<file path="src/sv/sfir_pkg.sv">
// Shared constants, types and control structs of the symmetric FIR filter.
`timescale 1ns / 1ps

package sfir_pkg;

    // Filter geometry.
    localparam int TAPS       = 15;
    localparam int NPAIR      = (TAPS + 1) / 2;
    localparam int NB         = TAPS / 2;
    localparam bit HAS_CENTER = (TAPS % 2) != 0;
    localparam int NCOEF      = 8;

    // Data widths.
    localparam int SAMPLE_W   = 16;
    localparam int COEF_W     = 16;
    localparam int OUT_W      = 16;
    localparam int FRAC       = 15;
    localparam int PRE_W      = SAMPLE_W + 1;
    localparam int DIG_W      = 4;
    localparam int NDIG       = COEF_W / DIG_W;
    localparam int PP_W       = PRE_W + DIG_W + 1;
    localparam int PROD_W     = PRE_W + COEF_W;
    localparam int ACC_W      = PROD_W + $clog2(NPAIR);

    // Counter and index widths.
    localparam int PAIR_W     = (NPAIR > 1) ? $clog2(NPAIR) : 1;
    localparam int DIG_CNT_W  = (NDIG > 1) ? $clog2(NDIG) : 1;
    localparam int COEF_IDX_W = $clog2(NCOEF);

    typedef logic signed [SAMPLE_W-1:0] sample_t;
    typedef logic signed [PRE_W-1:0]    pre_t;
    typedef logic [NCOEF-1:0][COEF_W-1:0] coef_bank_t;

    // Sequencer commands to the delay line.
    typedef struct packed {
        logic rotate_a;
        logic rotate_b;
        logic center;
    } step_t;

    // Status of the multiply-accumulate unit.
    typedef struct packed {
        logic             idle;
        logic             done;
        logic [OUT_W-1:0] data;
    } mac_status_t;

endpackage

</file>
<file path="src/sv/sfir_delay.sv">
// Folded delay line: two rings of samples that present one tap pair at a time.
`timescale 1ns / 1ps

module sfir_delay (
    input  logic            aclk,
    input  logic            aresetn,
    input  logic            load,
    input  sfir_pkg::sample_t sample_i,
    input  sfir_pkg::step_t   step_i,
    output sfir_pkg::pre_t    pre_o
);
    import sfir_pkg::*;

    // Front half holds ages 0 .. NPAIR-1, back half holds ages TAPS-1 down to NPAIR.
    sample_t a_reg  [NPAIR];
    sample_t a_next [NPAIR];
    sample_t b_reg  [NB];
    sample_t b_next [NB];

    // A new sample shifts both halves; each pair of a run rotates both by one, the back half not at the center.
    always_comb begin
        a_next = a_reg;
        b_next = b_reg;
        priority if (load) begin
            a_next[0] = sample_i;
            for (int i = 1; i < NPAIR; i++) begin
                a_next[i] = a_reg[i-1];
            end
            for (int j = 0; j < NB - 1; j++) begin
                b_next[j] = b_reg[j+1];
            end
            b_next[NB-1] = a_reg[NPAIR-1];
        end else if (step_i.rotate_a) begin
            for (int i = 0; i < NPAIR; i++) begin
                a_next[i] = a_reg[(i + 1) % NPAIR];
            end
            if (step_i.rotate_b) begin
                for (int j = 0; j < NB; j++) begin
                    b_next[j] = b_reg[(j + 1) % NB];
                end
            end
        end else begin
            // Both halves hold between steps.
            a_next = a_reg;
            b_next = b_reg;
        end
    end

    always_ff @(posedge aclk) begin
        if (!aresetn) begin
            for (int i = 0; i < NPAIR; i++) begin
                a_reg[i] <= '0;
            end
            for (int j = 0; j < NB; j++) begin
                b_reg[j] <= '0;
            end
        end else begin
            a_reg <= a_next;
            b_reg <= b_next;
        end
    end

    // Pre-add of the current pair; the center tap stands alone.
    assign pre_o = step_i.center ? PRE_W'(a_reg[0])
                                 : PRE_W'(a_reg[0]) + PRE_W'(b_reg[0]);

endmodule

</file>
<file path="src/sv/sfir_mac.sv">
// Digit-serial multiply-accumulate unit with its sequencer and output saturation.
`timescale 1ns / 1ps

module sfir_mac (
    input  logic                  aclk,
    input  logic                  aresetn,
    input  logic                  start,
    input  logic                  ack,
    input  sfir_pkg::pre_t        pre_i,
    input  sfir_pkg::coef_bank_t  coef_i,
    output sfir_pkg::step_t       step_o,
    output sfir_pkg::mac_status_t status_o
);
    import sfir_pkg::*;

    typedef enum logic [1:0] {ST_IDLE, ST_RUN, ST_FLUSH, ST_DONE} state_t;

    state_t                    state_reg,   state_next;
    logic [PAIR_W-1:0]         pair_reg,    pair_next;
    logic [DIG_CNT_W-1:0]      digit_reg,   digit_next;
    logic [COEF_W-1:0]         coef_sh_reg, coef_sh_next;
    logic signed [PROD_W-1:0]  prod_reg,    prod_next;
    logic signed [ACC_W-1:0]   acc_reg,     acc_next;

    logic                      first_digit;
    logic                      last_digit;
    logic                      last_pair;
    logic [COEF_W-1:0]         coef_sel;
    logic [DIG_W-1:0]          digit;
    logic signed [PP_W-2:0]    pp_top;
    logic signed [PP_W-1:0]    pp_low;
    logic signed [PP_W-1:0]    pp;
    logic signed [PROD_W-1:0]  prod_base;
    logic signed [PROD_W-1:0]  prod_sum;
    logic signed [ACC_W-1:0]   acc_sum;
    logic [ACC_W-FRAC-OUT_W:0] acc_hi;
    logic [OUT_W-1:0]          sat_data;

    assign first_digit = (digit_reg == '0);
    assign last_digit  = (digit_reg == DIG_CNT_W'(NDIG - 1));
    assign last_pair   = (pair_reg == PAIR_W'(NPAIR - 1));

    // The coefficient is consumed most significant digit first; the top digit is signed.
    assign coef_sel = coef_i[COEF_IDX_W'(pair_reg)];
    assign digit    = first_digit ? coef_sel[COEF_W-1 -: DIG_W]
                                  : coef_sh_reg[COEF_W-1 -: DIG_W];

    // One narrow partial product per cycle, folded in Horner style.
    always_comb begin
        pp_top    = (PP_W-1)'(pre_i) * (PP_W-1)'($signed(digit));
        pp_low    = PP_W'(pre_i) * PP_W'($signed({1'b0, digit}));
        pp        = first_digit ? {pp_top[PP_W-2], pp_top} : pp_low;
        prod_base = first_digit ? '0 : {prod_reg[PROD_W-DIG_W-1:0], {DIG_W{1'b0}}};
        prod_sum  = prod_base + {{(PROD_W-PP_W){pp[PP_W-1]}}, pp};
        acc_sum   = acc_reg + {{(ACC_W-PROD_W){prod_reg[PROD_W-1]}}, prod_reg};
    end

    // Arithmetic shift right by the fraction width, then clamp to the output range.
    always_comb begin
        acc_hi = acc_reg[ACC_W-1:FRAC+OUT_W-1];
        if ((&acc_hi) || !(|acc_hi)) begin
            sat_data = acc_reg[FRAC+OUT_W-1:FRAC];
        end else if (acc_reg[ACC_W-1]) begin
            sat_data = {1'b1, {(OUT_W-1){1'b0}}};
        end else begin
            sat_data = {1'b0, {(OUT_W-1){1'b1}}};
        end
    end

    // Sequencer: steps through the digits of each pair in turn, then a flush of the last product.
    always_comb begin
        state_next   = state_reg;
        pair_next    = pair_reg;
        digit_next   = digit_reg;
        coef_sh_next = coef_sh_reg;
        prod_next    = prod_reg;
        acc_next     = acc_reg;
        unique case (state_reg)
            ST_IDLE: begin
                if (start) begin
                    state_next = ST_RUN;
                    pair_next  = '0;
                    digit_next = '0;
                    prod_next  = '0;
                    acc_next   = '0;
                end
            end
            ST_RUN: begin
                prod_next    = prod_sum;
                coef_sh_next = first_digit
                             ? {coef_sel[COEF_W-DIG_W-1:0], {DIG_W{1'b0}}}
                             : {coef_sh_reg[COEF_W-DIG_W-1:0], {DIG_W{1'b0}}};
                if (first_digit) begin
                    acc_next = acc_sum;
                end
                if (last_digit) begin
                    digit_next = '0;
                    if (last_pair) begin
                        state_next = ST_FLUSH;
                    end else begin
                        pair_next = pair_reg + PAIR_W'(1);
                    end
                end else begin
                    digit_next = digit_reg + DIG_CNT_W'(1);
                end
            end
            ST_FLUSH: begin
                acc_next   = acc_sum;
                state_next = ST_DONE;
            end
            ST_DONE: begin
                if (ack) begin
                    state_next = ST_IDLE;
                end
            end
        endcase
    end

    always_ff @(posedge aclk) begin
        if (!aresetn) begin
            state_reg <= ST_IDLE;
            pair_reg  <= '0;
            digit_reg <= '0;
        end else begin
            state_reg <= state_next;
            pair_reg  <= pair_next;
            digit_reg <= digit_next;
        end
        coef_sh_reg <= coef_sh_next;
        prod_reg    <= prod_next;
        acc_reg     <= acc_next;
    end

    // Delay line steps after the last digit of each pair.
    always_comb begin
        step_o.rotate_a = (state_reg == ST_RUN) && last_digit;
        step_o.center   = HAS_CENTER && last_pair;
        step_o.rotate_b = step_o.rotate_a && !step_o.center;
    end

    assign status_o.idle = (state_reg == ST_IDLE);
    assign status_o.done = (state_reg == ST_DONE);
    assign status_o.data = sat_data;

endmodule

</file>
<file path="src/sv/symmetric_fir_filter.sv">
// Symmetric (linear-phase) FIR filter, top level with stream and register ports.
//
// Input stream s_*: one signed 16-bit sample per transfer in s_tdata.
// Output stream m_*: one signed 16-bit filtered sample per input, in order.
// Register port cfg_*: cfg_index 0..7 selects coef_0..coef_7 (signed Q1.15),
// cfg_ready is always high; write registers only while no sample is in flight.
// Each coefficient weights a pair of taps, the last one the center tap when
// the tap count is odd; the sum is shifted right by 15 and saturated.
// Timing: the multiplier takes the coefficient 4 bits per cycle, and the tap
// pairs of a sample pass one after another through the shared pre-add/multiply
// unit, followed by a flush of the last product. m_tvalid rises once the result
// moves into a free output register, and s_tready rises in the same cycle: the
// unit takes no new sample until the result of the last one has left it.
// A finished result waits in the output register; if m_tready stays low, a
// second result waits inside the unit and s_tready stays low until it moves.
// Reset (aresetn low at a clock edge) clears the delay line and coefficients
// to zero and empties the output register.
`timescale 1ns / 1ps

module symmetric_fir_filter (
    input  logic        aclk,
    input  logic        aresetn,
    // Input samples.
    input  logic        s_tvalid,
    output logic        s_tready,
    input  logic [15:0] s_tdata,    // [15:0] audio_in
    // Filtered samples.
    output logic        m_tvalid,
    input  logic        m_tready,
    output logic [15:0] m_tdata,    // [15:0] audio_out
    // Coefficient writes.
    input  logic        cfg_valid,
    output logic        cfg_ready,
    input  logic [2:0]  cfg_index,
    input  logic [15:0] cfg_data
);
    import sfir_pkg::*;

    coef_bank_t       coef_reg;
    logic             m_tvalid_reg, m_tvalid_next;
    logic [OUT_W-1:0] m_tdata_reg;
    logic             s_accept;
    logic             out_load;
    pre_t             pre;
    step_t            step;
    mac_status_t      status;

    assign s_tready  = status.idle;
    assign s_accept  = s_tvalid && s_tready;
    assign cfg_ready = 1'b1;

    // Coefficient registers.
    always_ff @(posedge aclk) begin
        if (!aresetn) begin
            coef_reg <= '0;
        end else if (cfg_valid && cfg_ready) begin
            coef_reg[cfg_index] <= cfg_data;
        end
    end

    sfir_delay u_delay (
        .aclk     (aclk),
        .aresetn  (aresetn),
        .load     (s_accept),
        .sample_i (s_tdata),
        .step_i   (step),
        .pre_o    (pre)
    );

    sfir_mac u_mac (
        .aclk     (aclk),
        .aresetn  (aresetn),
        .start    (s_accept),
        .ack      (out_load),
        .pre_i    (pre),
        .coef_i   (coef_reg),
        .step_o   (step),
        .status_o (status)
    );

    // Output register: takes a result whenever it is empty or being drained.
    assign out_load = status.done && (!m_tvalid_reg || m_tready);

    always_comb begin
        m_tvalid_next = m_tvalid_reg;
        priority if (out_load) begin
            m_tvalid_next = 1'b1;
        end else if (m_tready) begin
            m_tvalid_next = 1'b0;
        end else begin
            m_tvalid_next = m_tvalid_reg;
        end
    end

    always_ff @(posedge aclk) begin
        if (!aresetn) begin
            m_tvalid_reg <= 1'b0;
        end else begin
            m_tvalid_reg <= m_tvalid_next;
        end
        if (out_load) begin
            m_tdata_reg <= status.data;
        end
    end

    assign m_tvalid = m_tvalid_reg;
    assign m_tdata  = m_tdata_reg;

`ifndef NO_ASSERTIONS
    // A sample in flight blocks the next input transfer.
    assert property (@(posedge aclk) disable iff (!aresetn)
        s_accept |=> !s_tready)
        else $error("input accepted while a sample is in flight");

    // No result can be finished right after a new sample starts.
    assert property (@(posedge aclk) disable iff (!aresetn)
        s_accept |=> !status.done)
        else $error("result ready too early after input transfer");

    // A pending result keeps the input closed.
    assert property (@(posedge aclk) disable iff (!aresetn)
        status.done |-> !s_tready)
        else $error("input open while a result is pending");

    // A handed-over result appears on the output in the next cycle.
    assert property (@(posedge aclk) disable iff (!aresetn)
        out_load |=> m_tvalid && (m_tdata == $past(status.data)))
        else $error("output register did not take the result");
`endif

endmodule

</file>
<file path="config.mk">
export PLATFORM = sky130hd
export DESIGN_NAME = symmetric_fir_filter
export DESIGN_NICKNAME = d
export VERILOG_FILES = /design/src/sv/sfir_pkg.sv /design/src/sv/sfir_delay.sv /design/src/sv/sfir_mac.sv /design/src/sv/symmetric_fir_filter.sv
export SDC_FILE = /design/constraint.sdc
export NUM_CORES = 1
export LEC_CHECK = 0
export ABC_CLOCK_PERIOD_IN_PS = 15700
export BUFFER_PORTS_ARGS = -buffer_cell sky130_fd_sc_hd__buf_2
export CAP_MARGIN = 20
export CORE_UTILIZATION = 50
export DETAILED_ROUTE_END_ITERATION = 12
export HOLD_SLACK_MARGIN = 0.15
export PLACE_DENSITY = 0.66
export REMOVE_ABC_BUFFERS = 1
export SLEW_MARGIN = 20
export SYNTH_ARGS = -nofsm -noshare
export SYNTH_HDL_FRONTEND = slang
export SYNTH_SLANG_ARGS = --single-unit
</file>
<file path="constraint.sdc">
create_clock -name aclk -period 15.7 [get_ports aclk]
set_input_delay 0 -clock aclk [delete_from_list [all_inputs] [get_ports aclk]]
set_output_delay 0 -clock aclk [all_outputs]
set_load 0.005 [all_outputs]
</file>
# Yosys cells after proc, flatten, opt, wreduce, memory -nomap -nowiden
# Index checks and enable logic that the tools add are counted.
[op_classes]
add_sub_neg = 5
multipliers = 2
order_cmp = 3
n_eq_ne = 11
mux = 36
reduce_logical = 24
[op_table]
columns = ["op", "count"]
rows = [
  ["two-way mux 112 bit", 3],
  ["two-way mux 128 bit", 2],
  ["bitwise mux 128 bit", 1],
  ["case mux 36 bit (3 select lines)", 1],
  ["two-way mux 16 bit", 5],
  ["two-way mux 36 bit", 2],
  ["two-way mux 33 bit", 2],
  ["case mux 33 bit (2 select lines)", 1],
  ["binary-select mux 16 bit (select 3 bit)", 1],
  ["demux 16 bit (select 3 bit)", 1],
  ["adder 36 bit", 1],
  ["adder 33 bit", 1],
  ["multiplier 17 x 5 -> 22 bit", 1],
  ["two-way mux 22 bit", 1],
  ["multiplier 17 x 4 -> 21 bit", 1],
  ["adder 16 x 16 -> 17 bit", 1],
  ["two-way mux 17 bit", 1],
  ["two-way mux 2 bit", 6],
  ["two-way mux 3 bit", 3],
  ["< comparator 3 x 4 -> 1 bit, second input constant", 2],
  ["inequality test 2 x 1 -> 1 bit, second input constant", 4],
  ["case mux 2 bit (4 select lines)", 1],
  ["AND reduction 4 bit", 2],
  ["nonzero test 2 bit", 4],
  ["other kinds (20)", 33],
]
[word_totals]
regBits = 477
out_inout_bits = 19

# Logic depth before layout (Yosys ltp)
# Gate-level depths: netlist (run 1).
[depth]
word_depth = 7
mapped_depth = 39
ltp_nobuf = 39

# Cells and area by module
# A second synthesis (run 1) with hierarchy kept.
[hier_totals]
hier_cells = 3156
area_unflattened_um2 = 28977.8
[modules_own_cells]
columns = ["mod", "instances", "cells_each", "area_each_um2", "seq_area_each_um2"]
rows = [
  ["sfir_mac", 1, 1357, 12453.2, 2572.5],
  ["sfir_delay", 1, 1337, 11360.9, 4804.6],
  ["symmetric_fir_filter", 1, 462, 5163.7, 3062.9],
]

# Worst setup path after synthesis (run 1)
# OpenSTA, ideal clock, no wires.
[synth_timing]
path_type = "register to register"
from = "register u_mac.pair_reg[0]"
to = "register u_mac.prod_reg[29], data pin"
setup_ps = 260
arrival_ps = 8792
required_ps = 15440
path_slack_ps = 6648
path_stages_with_launch = 38
path_buffers = 3
cell_sequence = "dfxtp_1 > buf_4 > buf_1 > mux4_2 > mux2i_1 > nor2_1 > a21oi_1 > inv_1 > clkbuf_1 > nand2_1 > fa_1 > fa_1 > fa_1 > inv_1 > ha_1 > fa_1 > a21o_1 > a21oi_1 > [... 2 more ...] > nor2b_1 > o21a_1 > o31a_1 > o41ai_1 > o21ai_0 > xor2_1 > mux2_2 > ha_1 > or3b_2 > o21ai_0 > nand2_1 > a31oi_1 > nor3_1 > nor3b_1 > o32ai_1 > o2111a_1 > o21bai_1 > mux2i_1"
[synth_via]
elab_chain_cells = 7
[synth_lines]
columns = ["item", "line_no", "source"]
rows = [
  ["from (decl)", "sfir_mac.sv:19", "logic [PAIR_W-1:0] pair_reg, pair_next;"],
  ["from (signal assigned)", "sfir_mac.sv:126", "pair_reg <= pair_next;"],
  ["binary-select mux 16 bit (select 3 bit)", "sfir_mac.sv:44", "assign coef_sel = coef_i[COEF_IDX_W'(pair_reg)];"],
  ["two-way mux 16 bit (not written as such)", "sfir_mac.sv:44", ""],
  ["two-way mux 4 bit", "sfir_mac.sv:45", "assign digit = first_digit ? coef_sel[COEF_W-1 -: DIG_W]"],
  ["multiplier 17 x 5 -> 22 bit / multiplier 17 x 4 -> 21 bit (equally long branches)", "sfir_mac.sv:51, sfir_mac.sv:50", ""],
  ["two-way mux 22 bit *", "sfir_mac.sv:52", "pp = first_digit ? {pp_top[PP_W-2], pp_top} : pp_low;"],
  ["adder 33 bit *", "sfir_mac.sv:54", "prod_sum = prod_base + {{(PROD_W-PP_W){pp[PP_W-1]}}, pp};"],
  ["case mux 33 bit (2 select lines) *", "sfir_mac.sv:78", "unique case (state_reg)"],
  ["to (signal assigned)", "sfir_mac.sv:130", "prod_reg <= prod_next;"],
  ["to (decl)", "sfir_mac.sv:22", "logic signed [PROD_W-1:0] prod_reg, prod_next;"],
]
# Every way passes the cells marked *; elsewhere a longest branch is shown, timed or not. The select of a mux whose other input is x is not followed.
# A chain may end at the register's enable or synchronous reset.

# Worst setup path after layout (run 1)
[layout_timing]
from = "register u_mac.pair_reg[1]"
to = "register u_mac.prod_reg[29], data pin"
# The elaborated chain is that of the path after synthesis.

==> results.json, run 1 <==
{
  "arrival_ps": 10880,
  "fin_crit_ps": 10430,
  "netlist_instances": 3370,
  "gp_congestion": 0.905,
  "cts_setup_buffers": 0,
  "ys.flop_type": "dfxtp_1",
  "worstMarginPinSlew_ps": 1240,
  "die_width_um": 239,
  "yosysMostFrequentCell": "nand2_1",
  "synth_area_um2": 28100,
  "insertion_delay_ps": 610,
  "worst-path-buf-inv": 2,
  "antenna_found_initial": 1,
  "cpLargestDelayFamily": "adder cells",
  "yosys.area.top_type": "dfxtp_1",
  "grt_pass1_vias": 22703,
  "cts_tree": "yes",
  "dr_total_vias": 23668,
  "min_path_type": "primary input to flop",
  "numCtsBuffers": 50,
  "yosys_warnings": 0,
  "cp.required_ps": 16150,
  "cap_viol_max_count": 0,
  "leakage_nw": 12.5,
  "drc": 0,
  "start_util": 0.507,
  "critPathMaxFanout": 27,
  "hold_buffers": 55,
  "nets": 3613,
  "fmax_mhz": 95.9,
  "synthArstFlopShare": 0,
  "ant_nets": 0,
  "wl_per_cell_um": 16.6,
  "h-tree-depth": 2,
  "place.detailed.hpwl_mm": 44.8,
  "clockBufferDepth": 3,
  "synth_seq_cells": 473,
  "grt_first_pass_wirelength_mm": 112,
  "rsz0062_at_grt": "false",
  "io_buffer_count": 57,
  "grt_use_total": 0.238,
  "status": "finished, final reports clean",
  "finalHoldViolCount": 0,
  "critPathKind": "flop to flop",
  "setup_viol": 0,
  "cp_slowest_stage_delay_ps": 830,
  "worst_setup_path_start_kind": "flop",
  "synth_commonest_cells": "nand2_1, dfxtp_1, nor2_1",
  "yosysUniqueCellTypes": 88,
  "cts_sinks": 473,
  "vias_per_cell": 5.73,
  "firstDrtPassIters": 6,
  "root_buffer": "clkbuf_16",
  "critPathCaptureType": "flop",
  "drtIter0Drc": 1793,
  "core_area_um2": 55300,
  "grt-ovfl-total": 0,
  "drive_gt1_frac": 0.0792,
  "io_pins": 59,
  "wirelength_mm": 68.7,
  "die_h_um": 239,
  "tns_ps": 0,
  "synth-edff-count": 97,
  "nFillCells": 5076,
  "synth.area.top_cells": "dfxtp_1, edfxtp_1, nand2_1",
  "ys_seq_area_frac": 0.372,
  "finalClockSkew_ps": 29.7,
  "min_period_over_period": 0.664,
  "powerDensity_nw_per_um2": 159,
  "relSlewSlack": 0.176,
  "die-area_um2": 57100,
  "grt_start_max_net_pins": 229,
  "synth_top_area_frac": 0.268,
  "vdd_drop_max_v": 0.0000923,
  "maxSlewViolCount": 0,
  "holdWs_ps": 252,
  "post_cts_resized": 0,
  "rows": 86,
  "area_growth_pct": 11.0,
  "clkTransAtPathRegs_ps": 60,
  "cp_slowest_cell": "ha_1",
  "syn_avg_cell_area_um2": 8.33
}
power breakdown:
group / leakage (nW) / switching, mW / internal [mW]
logic: 7.49 / 1.18 / 0.724
registers: 4.05 / 0.194 / 1.56
clock network: 0.915 / 0.509 / 0.782
total: 12.5 / 1.88 / 3.06
layout by cell type, fill, tap and decap left out, types with 13 or more instances in the layout:
master,n
o21a_1,13
o21ai_0,79
nor2_1,323
dfxtp_1,375
nand3_1,156
fa_1,73
a311oi_1,143
o21bai_1,18
nor2b_1,46
inv_1,144
a21o_1,62
edfxtp_1,97
o211ai_1,13
buf_2,57
mux4_2,32
or2_2,13
a211oi_1,15
and3_1,15
nand2_1,701
buf_4,30
mux2i_1,34
nand2b_1,26
xnor2_1,53
ha_1,156
dlygate4sd3_1,55
and2_1,27
clkbuf_16,53
xor2_1,33
clkinv_2,19
a21oi_1,317
nand4_1,15
nor3_1,33
worst min-delay path: cells and delay by family:
family / cells / cell delay [ps]
AO/OA/AOI/OAI: 1 / 50
AND/OR/NAND/NOR: 1 / 60
buffers and inverters: 2 / 690
worst paths after layout:
check,start,to,slack [ps],depth (start not counted)
setup / recovery,u_mac.pair_reg[1],u_mac.prod_reg[29],5270,33
setup reg to reg,u_mac.pair_reg[1],u_mac.prod_reg[29],5270,33
hold reg to reg,coef_reg[51],coef_reg[51],450,2
hold / removal,cfg_data[1],coef_reg[81],250,4
per-stage QoR:
step                cells  power [mW]   util  area [um2]  setup WS, ps
floorplan            3145        3.17      -       27200          -254
global placement     3981        3.58  0.520       28800          5660
detailed placement   3982        3.65  0.520       28800          5370
CTS                  4131        4.98  0.563       31200          5300
global route         4132        5.28  0.563       31200          4450
finish               4132        4.95  0.563       31200          5270
routing by layer:
layer | GRT usage | vias to the layer above | part of all wire
li1 | - | 11635 | -
met1 | 0.305 | 11367 | 0.44
met2 | 0.414 | 549 | 0.50
met4 | 0.0779 | 0 | 0.026
met3 | 0.0313 | 117 | 0.040
met5 | 0 | - | 0
area by class of cell:
cell class	instances	area, um2	share of cell area
Tap cell	748	936	0.0300
Inverter	147	562	0.0180
Antenna cell	1	2.50	0.0000803
Timing Repair Buffer	144	1110	0.0356
Multi-Input combinational cell	2525	16300	0.523
Clock inverter	31	390	0.0125
Sequential cell	473	10400	0.335
Clock buffer	63	1430	0.0460
cell families (layout without fill, tap and decap cells):
kind of cell    after synthesis  in the layout  synth area share
xor+xnor                     89             89            0.0290
flops                       473            473             0.372
buf+inv                     372            385            0.0511
simple gates               1394           1394             0.213
compound gates              737            737             0.172
other cells                   1              2          0.000134
mux                          71             71            0.0399
fa+ha+maj                   233            233             0.123
(Power assumes the default switching activity.)
==> run 2: changes to the inputs <==
--- a/config.mk
+++ b/config.mk
@@ -5,13 +5,13 @@
 export SDC_FILE = /design/constraint.sdc
 export NUM_CORES = 1
 export LEC_CHECK = 0
-export ABC_CLOCK_PERIOD_IN_PS = 15700
+export ABC_CLOCK_PERIOD_IN_PS = 8380
 export BUFFER_PORTS_ARGS = -buffer_cell sky130_fd_sc_hd__buf_2
 export CAP_MARGIN = 20
 export CORE_UTILIZATION = 50
 export DETAILED_ROUTE_END_ITERATION = 12
 export HOLD_SLACK_MARGIN = 0.15
-export PLACE_DENSITY = 0.66
+export PLACE_DENSITY = 0.68
 export REMOVE_ABC_BUFFERS = 1
 export SLEW_MARGIN = 20
 export SYNTH_ARGS = -nofsm -noshare
==> constraint.sdc (replaced) <==
create_clock -name aclk -period 8.38 [get_ports aclk]
set_input_delay 0 -clock aclk [delete_from_list [all_inputs] [get_ports aclk]]
set_output_delay 0 -clock aclk [all_outputs]
set_load 0.005 [all_outputs]
==> results.json, run 2 (synthesis gave the netlist of run 1 again) <==
{
  "status": "finished, final reports clean",
  "switching_power_mw": 3.59,
  "io_pins": 59,
  "fin_util": 0.582,
  "die_width_um": 239,
  "numCtsBuffers": 51,
  "clockBufferDepth": 3,
  "setup_viol": 0,
  "vdd_drop_max_v": 0.000191,
  "relSlewSlack": 0.259,
  "worstMarginPinSlew_ps": 1110,
  "p_comb_frac": 0.401,
  "layout_commonest_cell": "nand2_1",
  "antenna_cells": 0,
  "grt_pass1_vias": 23529,
  "area_growth_pct": 14.7,
  "gp_congestion": 0.893,
  "grt_start_max_net_pins": 175,
  "finalClockSkew_ps": 17.2,
  "insertion_delay_ps": 600,
  "ant_nets": 0,
  "holdWs_ps": 236,
  "io_buffer_count": 57,
  "wl_per_cell_um": 16.7,
  "fmax_mhz": 125,
  "core_area_um2": 55300,
  "p_total_mw": 9.45,
  "leakage_nw": 12.9,
  "wirelength_mm": 70.3,
  "dpl_cell_area_um2": 29400,
  "multi_input_area_um2": 16600,
  "final-seq-area_um2": 10400,
  "p_int_mw": 5.85,
  "whs_path_depth": 4,
  "grt_first_pass_wirelength_mm": 115,
  "critPathMaxFanout": 5,
  "finalHoldViolCount": 0,
  "final_area_um2": 32200,
  "cp_slowest_stage_delay_ps": 510,
  "sw_frac_of_total": 0.380,
  "root_buffer": "clkbuf_16",
  "maxSlewViolCount": 0,
  "power.share.clock": 0.254,
  "dr_total_vias": 24306,
  "die-area_um2": 57100,
  "cp.required_ps": 8810,
  "cts_sinks": 473,
  "rows": 86,
  "min_path_type": "primary input to flop",
  "grt-ovfl-total": 0,
  "critPathCaptureType": "flop",
  "antenna_found_initial": 0,
  "worst_setup_path_start_kind": "flop",
  "fin_crit_ps": 7970,
  "min_period_over_period": 0.952,
  "place.detailed.hpwl_mm": 46.2,
  "clkTransAtPathRegs_ps": 60,
  "vias_per_cell": 5.76,
  "cap_viol_max_count": 0,
  "grt_use_total": 0.243,
  "cp_slowest_cell": "fa_1",
  "drc": 0,
  "pwr-share-seq": 0.345,
  "drtIter0Drc": 1806,
  "cts_tree": "yes",
  "arrival_ps": 8410,
  "reg2reg_setup_slack_ps": 410,
  "nFillCells": 4965,
  "powerDensity_nw_per_um2": 294,
  "r2r_cells": 40,
  "die_h_um": 239,
  "drive_gt1_frac": 0.123,
  "layout_common_cells": "nand2_1, dfxtp_1, nor2_1",
  "firstDrtPassIters": 5,
  "start_util": 0.507,
  "nets": 3706,
  "critPathKind": "flop to flop",
  "h-tree-depth": 2
}
run 2: critical path, delay by kind of cell, from the launching register on:
family | cells | cell delay [ps]
compound gates | 19 | 2810
fa+ha+maj | 6 | 2180
simple gates | 7 | 1350
mux | 3 | 690
buf+inv | 4 | 430
flops | 1 | 310
xor+xnor | 1 | 80
run 2: power by group through the flow:
stage | Sequential (mW) | Combinational, mW | Clock [mW]
2_1_floorplan | 3.22 | 2.71 | 0
3_3_place_gp | 3.28 | 3.53 | 0
3_5_place_dp | 3.30 | 3.65 | 0
4_1_cts | 3.26 | 3.71 | 2.45
5_1_grt | 3.32 | 4.23 | 2.53
6_report | 3.26 | 3.78 | 2.40
run 2: area by class of cell:
type | count | area share
flip-flops and latches | 473 | 0.325
inverters | 147 | 0.0176
well taps | 748 | 0.0291
multi-input cells | 2525 | 0.517
repair buffers | 236 | 0.0558
clock inverters | 25 | 0.00945
clock buffers | 68 | 0.0468
run 2: path summary, 6_finish.rpt:
check | from | endpoint
setup / recovery | u_delay.a_reg[113] | u_mac.prod_reg[29]
setup reg to reg | u_delay.a_reg[113] | u_mac.prod_reg[29]
hold / removal | s_tdata[8] | u_delay.a_reg[120]
hold reg to reg | u_delay.b_reg[69] | u_delay.b_reg[69]
run 2: layer usage:
metal,GRT usage,up-vias,wire length [um],part of all wire
met5,0,-,0,0
met4,0.0925,0,2130,0.030
met3,0.0334,147,3340,0.048
met2,0.410,636,34700,0.49
met1,0.315,11711,30200,0.43
li1,-,11812,-,-
run 2: through the flow:
| stage | TNS, ps | instances | setup slack, ps |
|---|---|---|---|
| floorplan | -866730 | 3145 | -7570 |
| global placement | -129 | 4069 | -61.3 |
| detailed placement | -673 | 4070 | -161 |
| CTS | 0 | 4212 | 4.18 |
| global route | -60.6 | 4222 | -35.3 |
| finish | 0 | 4222 | 405 |
run 2: repair_timing:
| item | 4_1_cts | 5_1_grt |
|---|---|---|
| hold buffers | 47 | 0 |
| pin swaps | 7 | 39 |
| endpoints found under the setup margin | 8 | 11 |
| setup buffers | 2 | 10 |
| resized for setup | 9 | 83 |
| endpoints found under the hold margin | 201 | 0 |
==> run 3: changes to the inputs <==
--- a/config.mk
+++ b/config.mk
@@ -10,8 +10,9 @@
 export CAP_MARGIN = 20
 export CORE_UTILIZATION = 50
 export DETAILED_ROUTE_END_ITERATION = 12
+export GPL_TIMING_DRIVEN = 0
 export HOLD_SLACK_MARGIN = 0.15
-export PLACE_DENSITY = 0.68
+export PLACE_DENSITY = 0.78
 export REMOVE_ABC_BUFFERS = 1
 export SLEW_MARGIN = 20
 export SYNTH_ARGS = -nofsm -noshare
==> results.json, run 3 (synthesis gave the netlist of run 1 again) <==
{
  "status": "finished, final reports clean",
  "firstDrtPassIters": 5,
  "core_area_um2": 55300,
  "pre_cts_ws_ps": -2960,
  "rows": 86,
  "cap_viol_max_count": 0,
  "die-area_um2": 57100,
  "vias_per_cell": 5.83,
  "powerDensity_nw_per_um2": 290,
  "layout_commonest_cell": "nand2_1",
  "setup_viol": 0,
  "dr_total_vias": 24412,
  "antenna_found_initial": 0,
  "finalHoldViolCount": 0,
  "min_path_type": "primary input to flop",
  "sw_frac_of_total": 0.387,
  "cp_slowest_cell": "fa_1",
  "gp_congestion": 0.864,
  "dp.cells": 3985,
  "drc": 0,
  "io_pins": 59,
  "start_util": 0.507,
  "rsz0062_at_grt": "true",
  "finalClockSkew_ps": 51.3,
  "cts_sinks": 473,
  "worstMarginPinSlew_ps": 1070,
  "fin_ws_ps": 47.0,
  "io_buffer_count": 57,
  "arrival_ps": 8760,
  "clkTransAtPathRegs_ps": 60,
  "maxSlewViolCount": 0,
  "cp.required_ps": 8800,
  "fin_crit_ps": 8330,
  "critPathMaxFanout": 5,
  "nFillCells": 4630,
  "p_total_mw": 9.46,
  "dpl_cell_area_um2": 29200,
  "p_int_mw": 5.80,
  "layout_common_cells": "nand2_1, dfxtp_1, nor2_1",
  "leakage_nw": 12.9,
  "nets": 3675,
  "wirelength_mm": 69.9,
  "clockBufferDepth": 3,
  "grt-ovfl-total": 0,
  "drive_gt1_frac": 0.124,
  "fmax_mhz": 120,
  "area_growth_pct": 16.4,
  "die_h_um": 239,
  "cts_tree": "yes",
  "root_buffer": "clkbuf_16",
  "tns_ps": 0,
  "ant_nets": 0,
  "numCtsBuffers": 51,
  "grt_first_pass_wirelength_mm": 113,
  "insertion_delay_ps": 640,
  "die_width_um": 239,
  "pwr-share-seq": 0.348,
  "drtIter0Drc": 2062,
  "power.share.clock": 0.242,
  "vdd_drop_max_v": 0.000175,
  "place.detailed.hpwl_mm": 42.0,
  "grt_pass1_vias": 23084,
  "instances_no_fill": 4187,
  "critPathCaptureType": "flop",
  "p_comb_frac": 0.410,
  "h-tree-depth": 2,
  "cp_slowest_stage_delay_ps": 560,
  "critPathKind": "flop to flop",
  "grt_use_total": 0.237,
  "switching_power_mw": 3.66,
  "grt_start_max_net_pins": 129,
  "relSlewSlack": 0.286,
  "wl_per_cell_um": 16.7,
  "min_period_over_period": 0.994,
  "worst_setup_path_start_kind": "flop",
  "final_area_um2": 32700
}
## run 3: cell count changes in the layout (fill, tap and decap cells not counted), moves of 5 or more
cell / delta
ha_1: -8
buf_12: +6
a21oi_1: -5
clkinvlp_4: -5
clkbuf_1: +5
ha_4: +8
buf_8: +9
buf_4: -66
buf_16: +15
nor2_1: -5
## run 3: path summary, 6_finish.rpt
path                                          from            endpoint  slack, ps  cells past startpoint
worst max-delay path            u_delay.a_reg[112]  u_mac.prod_reg[29]         50                     33
worst min-delay path                    s_tdata[1]  u_delay.a_reg[113]        200                      4
worst max register to register  u_delay.a_reg[112]  u_mac.prod_reg[29]         50                     33
worst min register to register   u_delay.b_reg[65]   u_delay.b_reg[81]        420                      2
## run 3: final cells by class
| type | count | area, um2 | share of cell area |
|---|---|---|---|
| repair buffers | 203 | 2020 | 0.0617 |
| flip-flops and latches | 473 | 10500 | 0.320 |
| multi-input cells | 2526 | 16900 | 0.518 |
| repair inverters | 1 | 5.00 | 0.000153 |
| clock buffers | 71 | 1470 | 0.0451 |
| clock inverters | 17 | 241 | 0.00740 |
| inverters | 147 | 596 | 0.0182 |
| well taps | 748 | 936 | 0.0287 |
| diodes | 1 | 2.50 | 0.0000766 |
## run 3: metal layers
layer  up-vias  track usage  routed length, um
li1      11764            -                  -
met1     11672        0.310              29500
met2       782        0.399              33800
met3       194       0.0315               4220
met4         0       0.0901               2380
met5         -            0                  0
## run 3: critical path: cells and delay by family, from the launching register on
family | cells | cell delay, ps
mux | 4 | 1070
buf+inv | 2 | 130
xor+xnor | 1 | 170
simple gates | 5 | 890
flops | 1 | 370
fa+ha+maj | 8 | 3020
compound gates | 13 | 2460
## run 3: per-stage QoR
step / hold slack [ps] / util
6_report: 197 / 0.590
4_1_cts: 177 / 0.580
3_3_place_gp: 295 / 0.514
5_1_grt: 224 / 0.590
3_5_place_dp: 299 / 0.529
2_1_floorplan: 136 / -
## run 3: what timing repair did
action | CTS | global route
pin swaps | 24 | 45
cloned | 3 | 0
hold buffers | 49 | 0
setup endpoints to repair | 21 | 12
buffers inserted | 41 | 18
hold endpoints to repair | 164 | 0
resized for setup | 61 | 78
## run 3: power by group through the flow
stage               sequential, mW  combinational [mW]  clock (mW)
detailed placement            3.34                3.49           0
CTS                           3.28                3.71        2.32
finish                        3.29                3.88        2.29
global route                  3.35                4.30        2.42
global placement              3.36                3.40           0
floorplan                     3.22                2.71           0
